## src/pac_pkg.sv

```systemverilog
// Package: types, constants and codes shared by the polygon area/centroid block.
package pac_pkg;

  localparam int unsigned MaxVerticesDefault = 4096;
  localparam int unsigned FractionBitsDefault = 8;

  localparam int unsigned CoordW = 16;
  localparam int unsigned CountW = 13;
  localparam int unsigned AreaW = 46;
  localparam int unsigned MomentW = 63;
  localparam int unsigned CenW = 24;
  // Magnitude of a moment plus fraction shift, plus two guard bits.
  localparam int unsigned DivW = 64 + 12 + 2;
  localparam int unsigned ProdW = 2 * CoordW + 1;

  typedef struct packed {
    logic signed [CoordW-1:0] vertex_x;
    logic signed [CoordW-1:0] vertex_y;
    logic                     last_vertex;
  } pac_in_t;

  typedef struct packed {
    logic signed [AreaW-1:0] twice_signed_area;
    logic signed [CenW-1:0]  centroid_x;
    logic signed [CenW-1:0]  centroid_y;
    logic [CountW-1:0]       vertex_total;
    logic                    degenerate;
    logic                    overflow;
  } pac_out_t;

  typedef enum logic [3:0] {
    ST_IDLE,
    ST_CROSS,
    ST_MOMENT,
    ST_CLOSE_CROSS,
    ST_CLOSE_MOMENT,
    ST_DIV_X_START,
    ST_DIV_X,
    ST_DIV_Y_START,
    ST_DIV_Y,
    ST_OUTPUT
  } pac_state_t;

  // Commands from the controller to the datapath.
  typedef struct packed {
    logic load_vertex;   // capture the input vertex
    logic edge_cross;    // compute cross product of the open edge
    logic edge_moment;   // accumulate the open edge
    logic close_cross;   // cross product of the closing edge
    logic close_moment;  // accumulate the closing edge
    logic div_start;     // load the divider
    logic div_sel_y;     // divider works on the y moment
    logic div_store;     // latch the finished quotient
    logic out_load;      // build the result register
    logic clear;         // return accumulators to reset
  } pac_cmd_t;

  // Status from the datapath to the controller.
  typedef struct packed {
    logic accept_edge;   // vertex is accumulated (count in 1..max-1)
    logic area_zero;
    logic enough;        // count >= 3
    logic div_done;
  } pac_status_t;

endpackage

```

## src/pac_ctrl.sv

```systemverilog
// Controller: sequences edge accumulation, polygon close, the two divides and output.
module pac_ctrl (
  input  logic                clk,
  input  logic                rst,
  input  logic                in_valid,
  input  logic                in_last,
  output logic                in_stall,
  input  logic                out_busy,
  input  pac_pkg::pac_status_t status,
  output pac_pkg::pac_cmd_t    cmd
);
  import pac_pkg::*;

  pac_state_t state, state_next;
  logic last_reg, last_reg_next;
  logic take;

  // Input is only open in idle, so a transfer is valid while idle
  assign take = in_valid && (state == ST_IDLE);

  // Registers
  always_ff @(posedge clk) begin
    if (rst) begin
      state <= ST_IDLE;
      last_reg <= 1'b0;
    end else begin
      state <= state_next;
      last_reg <= last_reg_next;
    end
  end

  // Next state
  always_comb begin
    state_next = state;
    last_reg_next = last_reg;
    unique case (state)
      ST_IDLE: begin
        if (take) begin
          last_reg_next = in_last;
          state_next = ST_CROSS;
        end
      end
      ST_CROSS: state_next = ST_MOMENT;
      ST_MOMENT: begin
        if (!last_reg) state_next = ST_IDLE;
        else if (status.enough) state_next = ST_CLOSE_CROSS;
        else state_next = ST_OUTPUT;
      end
      ST_CLOSE_CROSS: state_next = ST_CLOSE_MOMENT;
      ST_CLOSE_MOMENT: state_next = ST_DIV_X_START;
      ST_DIV_X_START: state_next = status.area_zero ? ST_OUTPUT : ST_DIV_X;
      ST_DIV_X: if (status.div_done) state_next = ST_DIV_Y_START;
      ST_DIV_Y_START: state_next = ST_DIV_Y;
      ST_DIV_Y: if (status.div_done) state_next = ST_OUTPUT;
      ST_OUTPUT: if (!out_busy) state_next = ST_IDLE;
      default: state_next = ST_IDLE;
    endcase
  end

  // Outputs
  always_comb begin
    cmd = '0;
    in_stall = 1'b1;
    unique case (state)
      ST_IDLE: begin
        in_stall = 1'b0;
        cmd.load_vertex = take;
      end
      ST_CROSS: cmd.edge_cross = 1'b1;
      ST_MOMENT: cmd.edge_moment = status.accept_edge;
      ST_CLOSE_CROSS: cmd.close_cross = 1'b1;
      ST_CLOSE_MOMENT: cmd.close_moment = 1'b1;
      ST_DIV_X_START: cmd.div_start = !status.area_zero;
      ST_DIV_X: cmd.div_store = status.div_done;
      ST_DIV_Y_START: begin
        cmd.div_start = 1'b1;
        cmd.div_sel_y = 1'b1;
      end
      ST_DIV_Y: begin
        cmd.div_sel_y = 1'b1;
        cmd.div_store = status.div_done;
      end
      ST_OUTPUT: begin
        if (!out_busy) begin
          cmd.out_load = 1'b1;
          cmd.clear = 1'b1;
        end
      end
      default: cmd = '0;
    endcase
  end

endmodule

```

## config.mk

```make
export PLATFORM = sky130hd
export DESIGN_NAME = pac_ctrl
export DESIGN_NICKNAME = d
export VERILOG_FILES = /design/src/pac_pkg.sv /design/src/pac_ctrl.sv
export SDC_FILE = /design/constraint.sdc
export NUM_CORES = 1
export LEC_CHECK = 0
export BUFFER_PORTS_ARGS = -buffer_cell sky130_fd_sc_hd__buf_2
export CAP_MARGIN = 0
export CORE_AREA = 2 2 39 41
export CTS_CLUSTER_SIZE = 40
export DETAILED_ROUTE_END_ITERATION = 6
export DIE_AREA = 0 0 41 43
export GPL_ROUTABILITY_DRIVEN = 0
export HOLD_SLACK_MARGIN = 0.12
export PLACE_DENSITY_LB_ADDON = 0.05
export SETUP_SLACK_MARGIN = 0.1
export SLEW_MARGIN = 20
export SYNTH_ARGS = -nofsm -noshare
export SYNTH_HDL_FRONTEND = slang
export SYNTH_SLANG_ARGS = --single-unit
```

## constraint.sdc

```tcl
create_clock -name clk -period 5.35 [get_ports clk]
set_input_delay 1.605 -clock clk [delete_from_list [all_inputs] [get_ports clk]]
set_output_delay 1.605 -clock clk [all_outputs]
set_load 0.1 [all_outputs]
```

==> results.py <==
metrics = {
    "die": {
        "die_height_um": 43,
        "core-area_mm2": 0.00138,
        "die_area_mm2": 0.00176,
        "initial_core_util_pct": 30.9,
        "die_w_um": 41,
        "io_pins": 20,
        "rows": 14,
    },
    "synth": {
        "syn_avg_cell_area_um2": 7.13,
        "synth_ff_type": "dfxtp_1",
        "synthArstFlopShare_pct": 0,
        "synth_fp_nets": 69,
        "synth_edf_count": 0,
        "synth_area_leader_cell": "dfxtp_1",
        "synthTopCellsByArea": "dfxtp_1, nor2_1, a21oi_1",
        "synth.most_common_cell": "nor2_1",
        "ys_ff_latch": 5,
        "synth_commonest_cells": "nor2_1, dfxtp_1, inv_1, nand2_1",
        "syn_area_um2": 428,
        "netlist-cell-type-count": 28,
        "synth_top_cell_area_share_pct": 23.4,
        "syn_inst": 60,
        "ys_seq_area_share_pct": 23.4,
        "ys_warn_count": 0,
    },
    "routing": {
        "first_pass_iters": 3,
        "via_per_inst": 5.17,
        "drc": 0,
        "drt-total-wl_mm": 1.05,
        "detail_route.wl_per_cell_um": 11.4,
        "via_count": 476,
        "ant_nets": 0,
        "drt_iter0_drc": 13,
    },
    "worst_hold_path": {
        "hold_depth": 2,
        "hold_class": "reg2reg",
    },
    "grt": {
        "grt_overflow": 0,
        "antenna_found_initial": 0,
        "grt_pass1_vias": 388,
        "met3_usage_pct": 9.95,
        "grt_max_degree": 20,
        "met1_usage_pct": 17.7,
        "grtUsageTotal_pct": 13.8,
        "grt_pass1_wl_mm": 1.63,
        "grtUsageMet2_pct": 18.8,
        "top_usage_layer": "met2",
    },
    "clock_network": {
        "insertion_delay_ns": 0.24,
        "hold_buffers": 0,
        "cts_num_sinks": 5,
        "cts_tree": "done",
        "cts_resized": 0,
        "htreeDepth": 1,
        "cts_setup_buffers": 0,
        "clkTransAtPathRegs_ns": 0.04,
        "clk_path_buf_depth": 2,
        "cts_inserted_buffers": 3,
        "clockRootBuffer": "clkbuf_4",
    },
    "timing": {
        "fmax_ghz": 0.253,
        "hold_viol_final": 0,
        "worst_pin_slew_ns": 0.533,
        "final.setup.worst_slack_ns": 1.40,
        "skew_ns": 0.00633,
        "timing.final.crit_share_pct": 73.8,
        "relSlewSlack_pct": 64.4,
        "setup_tns_ns": 0,
        "fin_crit_ns": 3.95,
        "finalSetupViolCount": 0,
        "rsz0062_at_grt": "no",
        "finalMaxSlewViolations": 0,
    },
    "pwr": {
        "leakagePower_nw": 0.249,
        "report.power.total_mw": 0.173,
        "ir_worst_vdd_mv": 0.184,
        "power.density_mw_per_mm2": 326,
    },
    "worst_setup_path": {
        "startpoint_type": "input port",
        "critPathArrivalTime_ns": 2.35,
        "cp_data_required_time_ns": 3.74,
        "critPathKind": "in2out",
        "rr_worst_depth": 4,
        "crit_fanout": 3,
        "endpoint_kind": "primary output",
    },
    "placement": {
        "dp_hpwl_um": 775,
        "dpl_cell_area_um2": 505,
        "dp.cells": 88,
        "dp_slack_ns": 1.39,
        "io_buffers": 19,
    },
    "layout": {
        "syn_to_final_growth_pct": 24.3,
        "fin_nets": 86,
        "final_cells": 92,
        "final_cell_area_um2": 532,
        "drive_gt1_share_pct": 36.8,
        "largest_register_ffs": 4,
        "nFillCells": 162,
        "n_antenna_cell": 0,
    },
    "run": {
        "cap_violations": 0,
    },
    "outcome": {
        "status": "complete, no violations",
    },
}
[worst paths after layout]
| path | start | end | slack (ns) |
|---|---|---|---|
| setup reg to reg | state[0] | state[3] | 3.80 |
| setup / recovery | out_busy | cmd[1] | 1.40 |
| hold / removal | last_reg | last_reg | 0.49 |
| hold reg to reg | last_reg | last_reg | 0.49 |
[cell families after synthesis]
| logic type | after synthesis | share of synthesized area, % |
|---|---|---|
| simple gates | 26 | 32.5 |
| compound gates | 16 | 27.5 |
| buf+inv | 12 | 14.3 |
| mux | 1 | 2.34 |
| flops | 5 | 23.4 |
[report_power, final]
part	total [mW]	leakage [nW]	switching, mW	internal [mW]
logic	0.0800	0.193	0.0600	0.0199
clock network	0.0439	0.0150	0.0157	0.0282
registers	0.0494	0.0409	0.00870	0.0406
[cells in the final DEF (no fill, tap or decap), drive strengths merged, types with 2 or more instances in the layout]
| cell | instances |
|---|---|
| nor4 | 2 |
| a22oi | 2 |
| o22ai | 2 |
| nor3 | 4 |
| buf | 19 |
| inv | 5 |
| nand2 | 5 |
| clkbuf | 4 |
| dfxtp | 5 |
| a21oi | 4 |
| nor2 | 7 |
| o21ai | 2 |
| or3b | 2 |
| and3 | 2 |
[worst max-delay path: stages]
cell and delay [ns]:
buf_2 0.12, nor3b_2 0.18, buf_2 0.45
[layout make-up]
cell class | instances | area (µm²) | share of cell area (%)
sequential | 5 | 100 | 18.8
timing repair buffer | 19 | 95.1 | 17.9
inverter | 5 | 18.8 | 3.53
clock buffer | 4 | 26.3 | 4.94
multi-input combinational | 43 | 272 | 51.1
tap | 16 | 20.0 | 3.76
[per-stage QoR]
stage	util (%)	hold WS, ns
2_1_floorplan	-	0.452
3_3_place_gp	36.5	0.479
3_5_place_dp	36.5	0.482
4_1_cts	38.4	0.492
5_1_grt	38.4	0.538
6_report	38.4	0.487
[routing by layer]
| metal | vias to the layer above | wire length (µm) |
|---|---|---|
| met5 | - | 0 |
| met4 | 0 | 0 |
| met3 | 0 | 104 |
| met2 | 16 | 471 |
| met1 | 213 | 473 |
| li1 | 247 | - |
(Power assumes the default switching activity.)
